`src/rtl/gwsc_pkg.sv`:
```
// Shared types, constants and the segment compare function of the grid word search counter.
`timescale 1ns / 1ps
package gwsc_pkg;

  localparam int MAX_WIDTH  = 1024;
  localparam int MAX_WORD   = 4;
  localparam int COL_W      = $clog2(MAX_WIDTH);
  localparam int WIDTH_W    = COL_W + 1;
  localparam int LEN_W      = 3;
  localparam int SLOT_W     = $clog2(MAX_WORD);
  localparam int ROWS_W     = SLOT_W;
  localparam int LETTER_W   = 8;
  localparam int COUNT_W    = 32;
  localparam int ADD_W      = 4;
  localparam int CFG_IDX_W  = 2;
  localparam int CFG_DATA_W = 32;

  typedef logic [LETTER_W-1:0]              letter_t;
  typedef logic [COL_W-1:0]                 col_t;
  typedef logic [WIDTH_W-1:0]               width_t;
  typedef logic [LEN_W-1:0]                 len_t;
  typedef logic [SLOT_W-1:0]                slot_t;
  typedef logic [ROWS_W-1:0]                rows_t;
  typedef logic [COUNT_W-1:0]               count_t;
  typedef logic [ADD_W-1:0]                 add_t;
  typedef logic [MAX_WORD*LETTER_W-1:0]     word_t;
  typedef logic [MAX_WORD-1:0][LETTER_W-1:0] seg_t;

  // Cell k of each segment lies k steps back from the newest letter.
  typedef struct packed {
    seg_t row_seg;
    seg_t col_seg;
    seg_t diag_seg;
    seg_t anti_seg;
  } window_t;

  typedef enum logic [CFG_IDX_W-1:0] {
    REG_ROW_WIDTH    = 2'd0,
    REG_WORD_LENGTH  = 2'd1,
    REG_WORD_LETTERS = 2'd2
  } cfg_reg_t;

  localparam width_t ROW_WIDTH_RST    = width_t'(MAX_WIDTH);
  localparam len_t   WORD_LENGTH_RST  = len_t'(MAX_WORD);
  localparam word_t  WORD_LETTERS_RST = 32'h5341_4D58;
  localparam rows_t  ROWS_MAX         = rows_t'(MAX_WORD - 1);

  // Forward plus reversed matches of one segment against the word.
  function automatic logic [1:0] seg_matches(seg_t cells, len_t len, word_t word);
    logic  fwd;
    logic  rev;
    slot_t idx;
    fwd = 1'b1;
    rev = 1'b1;
    for (int k = 0; k < MAX_WORD; k++) begin
      idx = slot_t'(len - len_t'(1) - len_t'(k));
      if (len_t'(k) < len) begin
        if (cells[idx] != word[LETTER_W*k +: LETTER_W]) fwd = 1'b0;
        if (cells[k] != word[LETTER_W*k +: LETTER_W]) rev = 1'b0;
      end
    end
    return {1'b0, fwd} + {1'b0, rev};
  endfunction

endpackage

```
`src/rtl/gwsc_match.sv`:
```
// Bounds masks and word compare of the four segments that end at the current cell.
`timescale 1ns / 1ps
module gwsc_match import gwsc_pkg::*; (
  input  window_t win,
  input  col_t    col,
  input  width_t  width,
  input  len_t    len,
  input  rows_t   rows_avail,
  input  word_t   word,
  output add_t    add
);

  slot_t      len_m1;
  logic       row_ok, vert_ok, anti_ok;
  logic [1:0] m_row, m_col, m_diag, m_anti;

  always_comb begin
    len_m1  = slot_t'(len - len_t'(1));
    row_ok  = col >= col_t'(len_m1);
    vert_ok = rows_avail >= rows_t'(len_m1);
    anti_ok = (width_t'(col) + width_t'(len_m1)) < width;
    m_row   = row_ok ? seg_matches(win.row_seg, len, word) : 2'd0;
    m_col   = vert_ok ? seg_matches(win.col_seg, len, word) : 2'd0;
    m_diag  = (row_ok && vert_ok) ? seg_matches(win.diag_seg, len, word) : 2'd0;
    m_anti  = (anti_ok && vert_ok) ? seg_matches(win.anti_seg, len, word) : 2'd0;
    add     = add_t'(m_row) + add_t'(m_col) + add_t'(m_diag) + add_t'(m_anti);
  end

endmodule

```
`config.mk`:
```
export PLATFORM = sky130hd
export DESIGN_NAME = gwsc_match
export DESIGN_NICKNAME = d
export VERILOG_FILES = /design/src/rtl/gwsc_pkg.sv /design/src/rtl/gwsc_match.sv
export SDC_FILE = /design/constraint.sdc
export NUM_CORES = 1
export LEC_CHECK = 0
export ABC_AREA = 1
export BUFFER_PORTS_ARGS = -buffer_cell sky130_fd_sc_hd__buf_2
export CAP_MARGIN = 20
export CELL_PAD_IN_SITES_DETAIL_PLACEMENT = 1
export CELL_PAD_IN_SITES_GLOBAL_PLACEMENT = 1
export CORE_UTILIZATION = 36
export DETAILED_ROUTE_END_ITERATION = 12
export PLACE_DENSITY = 0.87
export REMOVE_ABC_BUFFERS = 1
export SLEW_MARGIN = 20
export SYNTH_ARGS = -nofsm -noshare
export SYNTH_HDL_FRONTEND = slang
export SYNTH_SLANG_ARGS = --single-unit
```
`constraint.sdc`:
```
create_clock -name vclk -period 6.75
set_clock_uncertainty 0.2 [all_clocks]
set_input_delay 1.0125 -clock vclk [all_inputs]
set_output_delay 1.0125 -clock vclk [all_outputs]
set_load 0.005 [all_outputs]
```
==> impl_metrics.ini <==
[finish]
area_growth_syn_to_layout_pct = 11.5
fillers = 3634
multi_input_area_um2 = 7260
diodes = 0
fin_nets = 2155
seq_cell_count = 0
finish.instance_area_um2 = 9360
layout_common_cells = 957 x nand2_1, 311 x nand3_1, 189 x buf_2, 147 x inv_1, 79 x nor2_1
nClkBuffers = 0
final_layout_size_suffix_gt1_share_pct = 11.5
layout_commonest_cell = nand2_1
regArea_um2 = 0

[routing]
drtAntennaViolNets = 0
dr.first_iter.drc_count = 1262
vias = 12700
wirelength_mm = 43.2
wl_per_cell_um = 19.2
route.detailed.drc = 0
drt-pass1-iter-count = 7
vias_per_cell = 5.66

[logic_synthesis]
synthSimpleGateAreaFrac_pct = 71.0
synthAdderAreaFrac_pct = 4.62
netlist_area_um2 = 8400
synth_top_family_by_area = simple AND/OR/NAND/NOR gates
synth_compound_area_share_pct = 3.16
synth_seq_area_share_pct = 0
avgSynthCellArea_um2 = 4.59
yosys_warnings = 0
netlist-cell-type-count = 28
synthCells = 1830
synthMuxAreaShare_pct = 0
synth_xor_xnor_area_share_pct = 7.61

[timing]
rsz0062_at_grt = no
min_period_ns = 6.36
fin_crit_sh_pct = 94.3
hold_violations = 0
drv_slew = 0
setup_violations = 0
worst_pin_slew_ns = 0.743
max_slew_margin_pct = 50.0
setup_tns_ns = 0
clock.fmax_mhz = 157

[global_routing]
grt.total_usage_pct = 35.7
met2_usage_pct = 60.0
grt_pass1_vias = 12400
gr-max-usage-layer = met2
antenna_found_initial = 0
grt-ovfl-total = 0
grt_pass1_wl_mm = 67.3
grt_max_degree = 86
met1_usage_pct = 46.6
grt_util_met3_pct = 2.44

[place]
place_area_um2 = 9360
io_buffers = 190
dp_hpwl_mm = 35.2
routabilityCongestion = 0.994

[floorplan]
ios = 190
rows = 55
dieArea_um2 = 23900
die_h_um = 155
start_util_pct = 36.9
core_area_um2 = 22800
die_x_um = 155

[worst_setup_path]
start_kind = input pin
path_max_fanout = 39
cp_data_arrival_time_ns = 5.15
worstSetupPathType = in -> out
startpoint = len[1]
cp-end-kind = primary output
critPathRequiredTime_ns = 5.54

[run]
drv_cap = 0

[min_path]
min-delay-start = width[0]
hp-class = in -> out

[clock_tree]
postCtsSetupBuffers = 0

[pwr]
leakage_nw = 5.66
ir_drop_mv = 0.0351
power_density_nw_per_um2 = 79.6

[outcome]
status = finished clean
-- kinds of logic after synthesis --
family,after synthesis
simple gates,1432
buf+inv,246
xor+xnor,73
compound gates,51
fa+ha+maj,28
-- worst max-delay path, stage by stage --
cell and delay (ns):
buf_2 0.15, buf_4 0.32, nand2_1 0.11, nand2_2 0.12
buf_4 0.40, nand2_1 0.14, nand2_1 0.09, nand2_1 0.06
nand2_1 0.07, nand2_1 0.09, nor2_1 0.13, nand2_1 0.06
nand2_1 0.06, nand2_1 0.06, nor2_1 0.15, ha_1 0.16
inv_1 0.04, nor2_1 0.16, fa_1 0.45, fa_1 0.50
ha_1 0.22, fa_1 0.47, buf_2 0.11
-- layout make-up --
type               instances  share of cell area (%)
inverters                150                    6.07
multi-input cells       1584                    77.6
well taps                313                    4.18
repair buffers           205                    12.2
-- layer usage --
layer / wire length [µm] / up-vias / part of all wire [%]
met4: 2210 / 0 / 5.1
li1: - / 6007 / -
met2: 19500 / 562 / 45
met3: 3110 / 107 / 7.2
met1: 18400 / 6066 / 43
met5: 0 / - / 0
-- report_power, final --
part | total (mW) | switching [mW] | leakage (nW) | internal [mW]
registers | 0 | 0 | 0 | 0
logic | 0.745 | 0.511 | 5.66 | 0.235
clock network | 0 | 0 | 0 | 0
-- path summary, 6_finish.rpt --
kind                 end  slack [ns]  cells past startpoint
setup / recovery  add[2]        0.39                     23
hold / removal    add[0]        2.67                      9
-- timing repair --
item / in CTS / in global routing
resized for setup: 0 / 1
hold buffers: 0 / 0
setup endpoints to repair: 0 / 1
-- cell usage after synthesis --
cell type | number | area [µm²]
or2_2 | 12 | 75.1
buf_2 | 43 | 215
nor3b_1 | 1 | 7.51
or2_1 | 1 | 6.26
o211ai_1 | 2 | 15.0
inv_2 | 2 | 7.51
buf_6 | 17 | 191
xnor2_1 | 34 | 298
buf_1 | 1 | 3.75
a21oi_1 | 12 | 60.1
buf_4 | 9 | 67.6
ha_1 | 23 | 288
clkbuf_1 | 26 | 97.6
nand4_1 | 44 | 275
nand2_1 | 957 | 3590
xor2_1 | 39 | 342
nor4_1 | 14 | 87.6
inv_1 | 147 | 552
o21ai_1 | 22 | 110
o21ai_0 | 13 | 65.1
nand2_2 | 2 | 12.5
nor2_1 | 79 | 297
o31ai_1 | 1 | 7.51
nand3_1 | 311 | 1560
inv_6 | 1 | 8.76
nor3_1 | 11 | 55.1
fa_1 | 5 | 100
a211oi_1 | 1 | 7.51
-- stage by stage --
stage               total power [mW]  hold slack (ns)  cells  setup WS, ns  utilization (%)
floorplan                      0.402             2.35   1734         0.326                -
global placement               0.696             2.64   2252         0.499             41.1
detailed placement             0.724             2.66   2252         0.386             41.1
CTS                            0.728             2.66   2252         0.369             41.1
global route                   0.816             2.76   2252        0.0626             41.1
finish                         0.745             2.67   2252         0.387             41.1
Note: power is estimated with default switching activity, not from simulation.
