$ cat config.mk
export PLATFORM = sky130hd
export DESIGN_NAME = gwsc_accum
export DESIGN_NICKNAME = d
export VERILOG_FILES = /design/src/rtl/gwsc_pkg.sv /design/src/rtl/gwsc_accum.sv
export SDC_FILE = /design/constraint.sdc
export NUM_CORES = 1
export LEC_CHECK = 0
export BUFFER_PORTS_ARGS = -buffer_cell sky130_fd_sc_hd__buf_4
export CORE_UTILIZATION = 58
export DETAILED_ROUTE_END_ITERATION = 10
export PLACE_DENSITY = 0.78
export RECOVER_POWER = 50
export SYNTH_ARGS = -nofsm -noshare
export SYNTH_HDL_FRONTEND = slang
export SYNTH_SLANG_ARGS = --single-unit
$ cat constraint.sdc
create_clock -name clk -period 3.7 [get_ports clk]
set_input_delay 0.185 -clock clk [delete_from_list [all_inputs] [get_ports clk]]
set_output_delay 0.185 -clock clk [all_outputs]
set_load 0.05 [all_outputs]
$ cat src/rtl/gwsc_pkg.sv
// Shared types, constants and the segment compare function of the grid word search counter.
`timescale 1ns / 1ps
package gwsc_pkg;

  localparam int MAX_WIDTH  = 1024;
  localparam int MAX_WORD   = 4;
  localparam int COL_W      = $clog2(MAX_WIDTH);
  localparam int WIDTH_W    = COL_W + 1;
  localparam int LEN_W      = 3;
  localparam int SLOT_W     = $clog2(MAX_WORD);
  localparam int ROWS_W     = SLOT_W;
  localparam int LETTER_W   = 8;
  localparam int COUNT_W    = 32;
  localparam int ADD_W      = 4;
  localparam int CFG_IDX_W  = 2;
  localparam int CFG_DATA_W = 32;

  typedef logic [LETTER_W-1:0]              letter_t;
  typedef logic [COL_W-1:0]                 col_t;
  typedef logic [WIDTH_W-1:0]               width_t;
  typedef logic [LEN_W-1:0]                 len_t;
  typedef logic [SLOT_W-1:0]                slot_t;
  typedef logic [ROWS_W-1:0]                rows_t;
  typedef logic [COUNT_W-1:0]               count_t;
  typedef logic [ADD_W-1:0]                 add_t;
  typedef logic [MAX_WORD*LETTER_W-1:0]     word_t;
  typedef logic [MAX_WORD-1:0][LETTER_W-1:0] seg_t;

  // Cell k of each segment lies k steps back from the newest letter.
  typedef struct packed {
    seg_t row_seg;
    seg_t col_seg;
    seg_t diag_seg;
    seg_t anti_seg;
  } window_t;

  typedef enum logic [CFG_IDX_W-1:0] {
    REG_ROW_WIDTH    = 2'd0,
    REG_WORD_LENGTH  = 2'd1,
    REG_WORD_LETTERS = 2'd2
  } cfg_reg_t;

  localparam width_t ROW_WIDTH_RST    = width_t'(MAX_WIDTH);
  localparam len_t   WORD_LENGTH_RST  = len_t'(MAX_WORD);
  localparam word_t  WORD_LETTERS_RST = 32'h5341_4D58;
  localparam rows_t  ROWS_MAX         = rows_t'(MAX_WORD - 1);

  // Forward plus reversed matches of one segment against the word.
  function automatic logic [1:0] seg_matches(seg_t cells, len_t len, word_t word);
    logic  fwd;
    logic  rev;
    slot_t idx;
    fwd = 1'b1;
    rev = 1'b1;
    for (int k = 0; k < MAX_WORD; k++) begin
      idx = slot_t'(len - len_t'(1) - len_t'(k));
      if (len_t'(k) < len) begin
        if (cells[idx] != word[LETTER_W*k +: LETTER_W]) fwd = 1'b0;
        if (cells[k] != word[LETTER_W*k +: LETTER_W]) rev = 1'b0;
      end
    end
    return {1'b0, fwd} + {1'b0, rev};
  endfunction

endpackage

$ cat src/rtl/gwsc_accum.sv
// Per-item match register, saturating grid total and result output register.
`timescale 1ns / 1ps
module gwsc_accum import gwsc_pkg::*; (
  input  logic   clk,
  input  logic   rst_n,
  input  logic   load,
  input  add_t   add,
  input  logic   last,
  output logic   in_ready,
  output logic   out_tvalid,
  input  logic   out_tready,
  output count_t out_tdata
);

  logic   s1_valid_r;
  logic   s1_last_r;
  add_t   s1_add_r;
  count_t total_r;
  logic   out_valid_r;
  count_t out_data_r;

  logic               ok, fire;
  logic [COUNT_W:0]   sum;
  count_t             total_nxt;

  always_comb begin
    ok        = !s1_last_r || !out_valid_r || out_tready;
    fire      = s1_valid_r && ok;
    in_ready  = !s1_valid_r || ok;
    sum       = {1'b0, total_r} + (COUNT_W + 1)'(s1_add_r);
    total_nxt = sum[COUNT_W] ? '1 : sum[COUNT_W-1:0];
  end

  always_ff @(posedge clk) begin
    if (!rst_n) begin
      s1_valid_r  <= 1'b0;
      s1_last_r   <= 1'b0;
      total_r     <= '0;
      out_valid_r <= 1'b0;
    end else begin
      if (load) begin
        s1_valid_r <= 1'b1;
        s1_last_r  <= last;
      end else if (fire) begin
        s1_valid_r <= 1'b0;
        s1_last_r  <= 1'b0;
      end
      if (fire) begin
        total_r <= s1_last_r ? '0 : total_nxt;
      end
      if (fire && s1_last_r) begin
        out_valid_r <= 1'b1;
      end else if (out_tready) begin
        out_valid_r <= 1'b0;
      end
    end
  end

  always_ff @(posedge clk) begin
    if (load) begin
      s1_add_r <= add;
    end
    if (fire && s1_last_r) begin
      out_data_r <= total_nxt;
    end
  end

  assign out_tvalid = out_valid_r;
  assign out_tdata  = out_data_r;

endmodule

==> results of run 1 <==
power breakdown:
| part | total, uW | leakage, uW | internal (uW) | switching, uW |
|---|---|---|---|---|
| logic | 107 | 0.000792 | 36.4 | 70.1 |
| clock network | 749 | 0.000111 | 442 | 307 |
| registers | 841 | 0.000667 | 834 | 7.18 |
| total | 1700 | 0.00157 | 1310 | 384 |
cell type report:
type | count | area (sq um)
clock buffer | 9 | 124
timing repair buffer | 52 | 279
fill | 520 | 1890
clock inverter | 6 | 110
inverter | 13 | 48.8
sequential | 71 | 1780
tap | 75 | 93.8
multi-input combinational | 266 | 1740
metrics by stage:
stage	total power, uW	utilization [%]
after CTS	1690	70.7
after detailed placement	963	66.7
final	1700	68.8
after global placement	960	66.7
after floorplan	927	-
after global routing	1740	68.8
sequential cells by signal, summed over array words and instances, names as in the netlist:
| signal | cells |
|---|---|
| out_tdata | 32 |
| s1_last_r | 1 |
| total_r | 32 |
| s1_valid_r | 1 |
| out_tvalid | 1 |
| s1_add_r | 4 |
worst min-delay path by stage:
stage                      start                     to  slack, ns
final                     add[1]  s1_add_r[1]$_DFFE_PP_       0.03
after global routing      add[1]  s1_add_r[1]$_DFFE_PP_       0.03
after CTS                 add[0]  s1_add_r[0]$_DFFE_PP_      0.002
after detailed placement  add[3]  s1_add_r[3]$_DFFE_PP_       0.36
after global placement    add[2]  s1_add_r[2]$_DFFE_PP_       0.36
after floorplan           add[0]  s1_add_r[0]$_DFFE_PP_       0.28
worst register-to-register path, cell delays in order, from the launching register on:
cell	delay [ns]
edfxtp_1	0.37
ha_1	0.24
fa_1	0.43
and3_1	0.23
o2111ai_1	0.38
nor2_1	0.27
nand3_1	0.15
mux2_2	0.33
logic make-up (layout without fill, tap and decap cells):
family | after synthesis | after routing | synth area share [%]
compound gates | 98 | 98 | 19.0
xor+xnor | 19 | 19 | 4.49
fa+ha+maj | 5 | 5 | 1.89
buf+inv | 40 | 80 | 5.16
flops | 71 | 71 | 48.0
mux | 3 | 3 | 0.843
simple gates | 141 | 141 | 20.6
timing repair:
action / CTS / global route
hold buffers: 1 / 2
endpoints found under the hold margin: 1 / 2
buffers inserted: 0 / 0
placed cells by master, fill, tap and decap left out, types with 8 or more instances in the layout:
cell and n:
buf_4 9, dfxtp_1 35, edfxtp_1 36, xnor2_1 11
nor3_1 9, xor2_1 8, a22o_1 8, nand4_1 21
a21oi_1 22, clkbuf_8 9, nor2_1 19, clkbuf_1 35
nand2_1 34, a31oi_1 8, nand3_1 16, and3_1 9
o21ai_0 13, inv_1 11
per-layer routing:
metal	vias up	track usage (%)	routed length, um
met1	1552	39.8	3990
met3	23	5.78	664
met2	164	47.3	4290
li1	1494	-	-
met4	0	13.0	201
met5	-	0	0
==> results by group, run 1 <==
Yosys
  • Async SR Flop Fraction: 0%
  • Cell Area, Synth: 3710 sq um
  • Mapped Cells: 377
  • Leading area contributor after synthesis: edfxtp_1
  • Register area share after synthesis: 48.0%
  • Post-synthesis cell type count: 70
  • Syn_area_per_cell: 9.84 sq um
  • Post-synth EDFFs: 36
  • Synth top area share: 29.1%
  • Syn Nets: 391
  • Seq cells post-synth: 71
  • Main area contributors after synthesis: edfxtp_1 (29%), dfxtp_1 (19%), nand4_1 (3.5%)
  • Ys Warns: 0
  • Top cells by count, synth: edfxtp_1 (36), dfxtp_1 (35), nand2_1 (34)
  • Primary FF master, synth: edfxtp_1
  • Most common cell in the synthesized netlist: edfxtp_1

Place
  • Placed Area: 4040 sq um
  • IO Port Bufs: 42
  • GPL Wtd Cong: 0.944
  • Placed Instances: 474
  • Setup WS pre-CTS: 1.06 ns
  • Hpwl dp: 6080 um

Clocking
  • Post-CTS Resized: 0
  • Worst-path clk slew: 0.08 ns
  • CTS HTree Levels: 3
  • Worst skew pair latency: 0.36 ns
  • Clk sink count: 71
  • Cts bufs inserted: 9
  • TritonCTS clock tree: built
  • Longest Clk Path Bufs: 2
  • CTS Root Buffer Type: clkbuf_8

Setup path
  • R2r setup slk: 1.06 ns
  • Worst path required time: 3.82 ns
  • CP Buf/Inv Count: 0
  • Critical Path Sink: out_tdata[28]$_DFFE_PP_
  • Reg-to-Reg End: out_tdata[28]$_DFFE_PP_
  • Crit-path cells: ha_1, fa_1, and3_1, o2111ai_1, nor2_1, nand3_1, mux2_2
  • CP delay by family, top: adder cells
  • Critical R2R Launch: s1_add_r[0]$_DFFE_PP_
  • CP Launch Type: flip-flop
  • WS Path Type: reg -> reg
  • CP Max Fanout: 11
  • Stages on the worst setup path: 7
  • CP arrival: 2.76 ns
  • Setup crit end kind: flip-flop
  • CP startpoint: s1_add_r[0]$_DFFE_PP_
  • Crit path largest cell delay: 0.43 ns
  • Cells on worst reg2reg path: 7
  • Critical-path top delay cell: fa_1

Timing
  • Max_slew headroom: 20.5%
  • Final clock skew: 0.00414 ns
  • RSZ-0062 raised after global routing: no
  • Fmax: 378 MHz
  • Final hold vios: 0
  • Endpoints failing setup: 0
  • Setup TNS: 0 ns
  • Slew @ Worst Pin: 1.19 ns
  • Fin crit period: 2.64 ns
  • Max Slew Vio Count: 0
  • Fin worst setup slack: 1.06 ns
  • Tcrit/Tclk final: 71.5%
  • Min Hold Slack: 0.0331 ns

Drt
  • Drt total wl: 9150 um
  • Detailed Routing Iterations Pass 1: 7
  • Average wire per standard cell: 18.6 um
  • DR DRC count: 0
  • Final ANT Viol Nets: 0
  • Via count: 3233
  • Vias per std cell: 6.57
  • Number of DRC markers in iteration 0: 267

GRT
  • First-pass GRT wire length: 14800 um
  • Overall Global Routing Usage: 30.0%
  • Remaining Overflow, GRT: 0
  • Largest net degree at the start of global routing: 24
  • Vias in the first global route: 3015
  • Initial antenna violation count: 0

Min path
  • HP Class: in -> reg
  • Hold Crit Depth: 1

Pwr
  • Power Density: 407 nW/um^2
  • Leakage: 0.00157 uW
  • Peak VDD IR: 379 uV

Job
  • Max Cap Viol: 0

Floorplan
  • Row Count: 28
  • Starting Density: 61.2%
  • Core box area: 6060 sq um
  • Die X: 82.0 um
  • Die area: 6720 sq um
  • Boundary pin count: 43
  • Die H: 82.0 um

Final layout
  • Final std cells w/o fill: 492
  • Antenna diodes: 0
  • P&R area growth vs syn: 12.5%
  • Cell area after layout: 4170 sq um
  • Share of layout cells above drive strength 1: 10.3%
  • Layout net count: 427

Run status
  • Status: complete, no violations
Note: power is estimated with default switching activity, not from simulation.
==> inputs of run 2 (changes only) <==
CORE_UTILIZATION = 53   (was 58)
PLACE_DENSITY = 0.75   (was 0.78)
clock period = 2.3 ns   (was 3.7 ns; I/O delays follow)
==> run 2 against run 1 <==
  * Clock skew grew 0.0059 ns
  * Critical endpoint unchanged
  * Power grew 50%
  * Register-to-register slack lost 1.0 ns
  * Maximum frequency grew 17%
==> results by group, run 2 (synthesized netlist as in run 1, its figures left out) <==
Run status
  • Status: complete, no violations

Final layout
  • Layout net count: 456 (+6.8%)
  • Multi-input gate area: 1830 sq um (+5.6%)
  • Commonest non-fill, non-tap cell in the layout: clkbuf_1
  • P&R area growth vs syn: 20.9%
  • Most frequent cells in the layout: clkbuf_1 (37), edfxtp_1 (36), dfxtp_1 (35)
  • Antenna diodes: 0 (unchanged)
  • Filler cells: 547 (+5.2%)
  • Fin util: 66.0% (-2.9 points)
  • Final std cells w/o fill: 543 (+10%)
  • Share of layout cells above drive strength 1: 17.7% (+7.4 points)
  • Register Area: 1780 sq um (unchanged)

Floorplan
  • Row Count: 30 (+7.1%)
  • Boundary pin count: 43 (unchanged)
  • Die X: 85.7 um (+4.5%)
  • Die area: 7340 sq um (+9.2%)
  • Starting Density: 54.6% (-6.6 points)
  • Core box area: 6790 sq um (+12%)
  • Die H: 85.7 um (+4.5%)

Drt
  • Average wire per standard cell: 17.5 um (-5.7%)
  • Drt total wl: 9520 um (+4.1%)
  • Via count: 3353 (+3.7%)
  • Final ANT Viol Nets: 0 (unchanged)
  • DR DRC count: 0 (unchanged)
  • Vias per std cell: 6.17 (-6.0%)
  • Detailed Routing Iterations Pass 1: 5 (-2)
  • Number of DRC markers in iteration 0: 410 (+54%)

Job
  • Max Cap Viol: 0 (unchanged)

Timing
  • Endpoints failing setup: 0 (unchanged)
  • Tcrit/Tclk final: 98.2% (+27 points)
  • Fin crit period: 2.26 ns (-0.387 ns)
  • Slew @ Worst Pin: 0.710 ns (-0.478 ns)
  • Final clock skew: 0.0101 ns (+0.00593 ns)
  • Min Hold Slack: 0.00920 ns (-0.0239 ns)
  • Max_slew headroom: 52.5% (+32 points)
  • RSZ-0062 raised after global routing: yes
  • Max Slew Vio Count: 0 (unchanged)
  • Fmax: 443 MHz (+17%)
  • Final hold vios: 0 (unchanged)
  • Fin worst setup slack: 0.0417 ns (-1.01 ns)

Setup path
  • CP Launch Type: flip-flop
  • Critical-path top delay cell: edfxtp_1
  • CP arrival: 2.37 ns (-0.39 ns)
  • WS Path Type: reg -> reg
  • Worst path required time: 2.41 ns (-1.41 ns)
  • CP delay by family, top: adder cells
  • Crit path largest cell delay: 0.38 ns (-0.05 ns)
  • Setup crit end kind: flip-flop
  • Crit-path cells: ha_2, fa_2, and3_4, o2111ai_4, nor2_1, nand3_1, mux2_2
  • CP Buf/Inv Count: 0 (unchanged)
  • CP Max Fanout: 4 (-7)

Pwr
  • Combinational share of power: 8.0% (+1.7 points)
  • Psw: 621 uW (+62%)
  • Clock share of power: 38.5% (-5.7 points)
  • Sequential power share: 53.4% (+3.8 points)
  • Switching share of power: 24.5% (+1.9 points)
  • Peak VDD IR: 409 uV (+7.9%)
  • Power Density: 566 nW/um^2 (+39%)
  • Leakage: 0.00172 uW (+9.6%)
  • Internal power: 1920 uW (+46%)

Clocking
  • TritonCTS clock tree: built
  • Worst skew pair latency: 0.35 ns (about the same)
  • CTS Root Buffer Type: clkbuf_8
  • CTS HTree Levels: 3 (unchanged)
  • Clk sink count: 71 (unchanged)
  • Cts bufs inserted: 9 (unchanged)
  • Worst-path clk slew: 0.08 ns (about the same)
  • Longest Clk Path Bufs: 2 (unchanged)

Min path
  • HP Class: in -> reg

GRT
  • Vias in the first global route: 2985 (-1.0%)
  • Overall Global Routing Usage: 26.9% (-3.0 points)
  • Initial antenna violation count: 0 (unchanged)
  • First-pass GRT wire length: 15000 um (+1.5%)
  • Largest net degree at the start of global routing: 31 (+29%)
  • Remaining Overflow, GRT: 0 (unchanged)

Place
  • Placed Instances: 518 (+9.3%)
  • Hpwl dp: 6460 um (+6.3%)
  • IO Port Bufs: 42 (unchanged)
  • GPL Wtd Cong: 0.922 (-2.3%)
  • Setup WS pre-CTS: -0.0504 ns (-1.11 ns)
[run 2: cell types whose count changed in the layout (fill, tap and decap cells not counted), sizes merged]
cell	before	now
buf	10	36
bufinv	3	1
clkbuf	48	51
dlygate4sd3	3	4
clkinv	3	5
[run 2: layout make-up]
type | instances | share of cell area (%)
inverters | 13 | 1.09
clock inverters | 6 | 1.37
clock buffers | 10 | 2.85
repair buffers | 81 | 11.4
well taps | 96 | 2.68
flip-flops and latches | 71 | 39.7
multi-input cells | 266 | 40.9
[run 2: what timing repair did]
item,CTS,global route
hold buffers,4,0
resized for setup,9,11
pin swaps,3,3
hold endpoints to repair,4,0
setup buffers,2,3
setup endpoints to repair,26,21
[run 2: final timing paths]
| path | startpoint | end | slack (ns) | depth (start not counted) |
|---|---|---|---|---|
| setup / recovery | s1_add_r[0]$_DFFE_PP_ | out_tdata[28]$_DFFE_PP_ | 0.04 | 7 |
| hold / removal | last | s1_last_r$_SDFFE_PN0P_ | 0.009 | 3 |
| setup reg to reg | s1_add_r[0]$_DFFE_PP_ | out_tdata[28]$_DFFE_PP_ | 0.04 | 7 |
| hold reg to reg | total_r[0]$_SDFFE_PN0P_ | total_r[0]$_SDFFE_PN0P_ | 0.51 | 1 |
[run 2: power by group through the flow]
stage | Sequential, uW | Combinational, uW | Clock, uW
2_1_floorplan | 1390 | 104 | 0
3_3_place_gp | 1380 | 174 | 0
3_5_place_dp | 1380 | 178 | 0
4_1_cts | 1350 | 191 | 986
5_1_grt | 1360 | 216 | 1050
6_report | 1360 | 203 | 978
[run 2: layer usage]
| metal | vias to the layer above | track usage, % | part of all wire (%) |
|---|---|---|---|
| met5 | - | 0 | 0 |
| met4 | 0 | 12.7 | 2.5 |
| met3 | 24 | 5.97 | 6.3 |
| met2 | 177 | 42.5 | 49 |
| met1 | 1593 | 35.3 | 42 |
| li1 | 1559 | - | - |
[run 2: per-stage QoR]
step	area, sq um	TNS (ns)	total power, uW
global route	4480	-0.0676	2620
finish	4480	0	2540
detailed placement	4260	-0.405	1560
global placement	4260	0	1550
floorplan	3720	0	1490
CTS	4550	0	2530
[run 2: tightest hold or removal path: cells and delay by family]
kind | cells | cell delay [ns]
buffers and inverters | 1 | 0.08
AO/OA/AOI/OAI | 1 | 0.05
AND/OR/NAND/NOR | 1 | 0.08
==> inputs of run 3 (changes only) <==
--- a/config.mk
+++ b/config.mk
@@ -8,4 +8,5 @@
 export BUFFER_PORTS_ARGS = -buffer_cell sky130_fd_sc_hd__buf_4
 export CORE_UTILIZATION = 53
+export CTS_CLUSTER_DIAMETER = 80
 export DETAILED_ROUTE_END_ITERATION = 10
 export PLACE_DENSITY = 0.75
==> constraint.sdc (replaced) <==
create_clock -name clk -period 2.3 [get_ports clk]
set_input_delay 0.46 -clock clk [delete_from_list [all_inputs] [get_ports clk]]
set_output_delay 0.46 -clock clk [all_outputs]
set_load 0.05 [all_outputs]
==> run 3 against run 2 <==
  * The run now ends with setup timing left
  * Hold slack better by 0.28 ns
  * Cell count fell by 0.37%
  * Clock skew decreased by 0.00079 ns
  * Largest cell class unchanged
  * Non-clock buffer count is 2 lower
  * Largest power group unchanged
  * Wire length increased by 1.5%
  * Global-route usage down 0.24 points
  * Via count grew 0.81%
  * Critical path depth grew 1
  * Combinational power about the same
  * Critical endpoint is now total_r[3]$_SDFFE_PN0P_
  * Die area unchanged
==> results by group, run 3 (synthesized netlist as in run 1, its figures left out) <==
Setup path
  • Critical-path top delay cell: edfxtp_1
  • Worst path required time: 2.55 ns (+0.14 ns)
  • Setup crit end kind: flip-flop
  • Crit path largest cell delay: 0.42 ns (+0.04 ns)
  • CP Launch Type: flip-flop
  • CP Max Fanout: 12 (+8)
  • Crit-path cells: ha_4, fa_2, and3_4, o2111ai_4, or3_4, buf_6, nand2_1, a22o_1
  • WS Path Type: reg -> reg
  • Critical Path Sink: total_r[3]$_SDFFE_PN0P_
  • CP arrival: 2.56 ns (+0.19 ns)
  • CP delay by family, top: adder cells
  • Stages on the worst setup path: 8 (+1)
  • Reg-to-Reg End: total_r[3]$_SDFFE_PN0P_
  • CP startpoint: s1_add_r[0]$_DFFE_PP_
  • R2r setup slk: -0.02 ns (-0.06 ns)
  • CP Buf/Inv Count: 1 (+1)
  • Critical R2R Launch: s1_add_r[0]$_DFFE_PP_
  • Cells on worst reg2reg path: 8 (+1)

Clocking
  • Worst-path clk slew: 0.08 ns (about the same)
  • Clk sink count: 71 (unchanged)
  • Cts bufs inserted: 9 (unchanged)
  • CTS Root Buffer Type: clkbuf_8
  • Hold_buf cts: 0 (-4)
  • Worst skew pair latency: 0.36 ns (about the same)
  • Longest Clk Path Bufs: 2 (unchanged)
  • TritonCTS clock tree: built
  • CTS HTree Levels: 3 (unchanged)

Final layout
  • Multi-input gate area: 1840 sq um (+0.48%)
  • Register Area: 1780 sq um (about the same)
  • Most frequent cells in the layout: clkbuf_1 (37), edfxtp_1 (36), buf_4 (35)
  • Layout net count: 454 (-0.44%)
  • Final std cells w/o fill: 541 (-0.37%)
  • Antenna diodes: 0 (unchanged)
  • Cell area after layout: 4490 sq um (about the same)
  • P&R area growth vs syn: 21.0% (about the same)
  • Commonest non-fill, non-tap cell in the layout: clkbuf_1
  • Share of layout cells above drive strength 1: 18.9% (+1.2 points)
  • Filler cells: 550 (+0.55%)

Timing
  • Final clock skew: 0.00928 ns (-0.000790 ns)
  • Endpoints failing setup: 1 (+1)
  • RSZ-0062 raised after global routing: yes
  • Max_slew headroom: 44.9% (-7.5 points)
  • Slew @ Worst Pin: 0.823 ns (+0.112 ns)
  • Fin crit period: 2.32 ns (+0.0578 ns)
  • Final hold vios: 0 (unchanged)
  • Max Slew Vio Count: 0 (unchanged)
  • Tcrit/Tclk final: 101% (+2.5 points)
  • Min Hold Slack: 0.294 ns (+0.285 ns)
  • Fmax: 432 MHz (-2.5%)
  • Fin worst setup slack: -0.0161 ns (-0.0578 ns)

Place
  • GPL Wtd Cong: 0.932 (+1.1%)
  • Placed Area: 4270 sq um (+0.18%)
  • Hpwl dp: 6390 um (-1.1%)
  • IO Port Bufs: 42 (unchanged)
  • Placed Instances: 519 (+0.19%)

GRT
  • Vias in the first global route: 3121 (+4.6%)
  • Overall Global Routing Usage: 26.7% (-0.24 points)
  • First-pass GRT wire length: 15000 um (-0.37%)
  • Largest net degree at the start of global routing: 31 (unchanged)
  • Remaining Overflow, GRT: 0 (unchanged)
  • Initial antenna violation count: 0 (unchanged)

Floorplan
  • Starting Density: 54.6% (unchanged)
  • Die H: 85.7 um (unchanged)
  • Row Count: 30 (unchanged)
  • Die area: 7340 sq um (unchanged)
  • Die X: 85.7 um (unchanged)
  • Core box area: 6790 sq um (unchanged)
  • Boundary pin count: 43 (unchanged)

Drt
  • DR DRC count: 0 (unchanged)
  • Top routing layer in use: met4
  • Drt total wl: 9660 um (+1.5%)
  • DR WL met3: 776 um (+29%)
  • Met2 wire length: 4550 um (-1.9%)
  • Final ANT Viol Nets: 0 (unchanged)
  • Vias per std cell: 6.25 (+1.2%)
  • Detailed Routing Iterations Pass 1: 5 (unchanged)
  • Average wire per standard cell: 17.9 um (+1.9%)
  • M1 wire length: 4020 um (-0.30%)
  • Number of DRC markers in iteration 0: 322 (-21%)
  • Via count: 3380 (+0.81%)

Pwr
  • Tot Pwr: 2640 uW (+4.0%)
  • Peak VDD IR: 432 uV (+5.6%)
  • Power Density: 588 nW/um^2 (+4.0%)
  • Leakage: 0.00171 uW (-0.81%)

Min path
  • HP Class: in -> reg

Run status
  • Failing checks: setup timing
  • Status: finished, violations left

Job
  • Max Cap Viol: 0 (unchanged)
-- run 3: cell count changes in the layout (fill, tap and decap cells not counted), sizes merged --
| cell | delta |
|---|---|
| dlygate4sd3 | -4 |
| buf | +3 |
| bufinv | +1 |
| clkinv | -1 |
| clkinvlp | -1 |
-- run 3: per-stage QoR --
| stage | TNS (ns) | util [%] | setup slack (ns) |
|---|---|---|---|
| floorplan | 0 | - | 0.00131 |
| global placement | -0.00257 | 62.8 | -0.00257 |
| detailed placement | -0.419 | 62.8 | -0.0459 |
| CTS | 0 | 66.3 | 0.0318 |
| global route | -0.673 | 66.0 | -0.0801 |
| finish | -0.0161 | 66.0 | -0.0161 |
-- run 3: routing by layer --
layer | up-vias | track usage [%]
met3 | 40 | 5.49
met5 | - | 0
met2 | 193 | 43.1
met1 | 1595 | 33.5
li1 | 1552 | -
met4 | 0 | 15.0
-- run 3: cell type report --
cell class	count	share of cell area [%]
multi-input combinational	266	41.1
sequential	71	39.7
timing repair buffer	79	10.8
clock buffer	11	2.93
tap	96	2.68
clock inverter	5	1.67
inverter	13	1.09
-- run 3: worst min-delay path by stage --
stage	from	end	depth (start not counted)	slack (ns)
5_1_grt	add[2]	s1_add_r[2]$_DFFE_PP_	1	0.29
2_1_floorplan	total_r[2]$_SDFFE_PN0P_	total_r[2]$_SDFFE_PN0P_	1	0.45
4_1_cts	add[3]	s1_add_r[3]$_DFFE_PP_	1	0.27
3_3_place_gp	total_r[0]$_SDFFE_PN0P_	total_r[0]$_SDFFE_PN0P_	1	0.48
6_report	add[3]	s1_add_r[3]$_DFFE_PP_	1	0.29
3_5_place_dp	total_r[0]$_SDFFE_PN0P_	total_r[0]$_SDFFE_PN0P_	1	0.48
-- run 3: repair_timing --
item / CTS / global route
setup buffers: 0 / 6
pin swaps: 2 / 10
resized for setup: 6 / 17
endpoints found under the setup margin: 25 / 31
-- run 3: where the power goes --
| part | total [uW] | internal [uW] | switching, uW |
|---|---|---|---|
| logic | 201 | 78.2 | 123 |
| registers | 1360 | 1340 | 15.3 |
| clock network | 1080 | 604 | 477 |
| total | 2640 | 2020 | 615 |
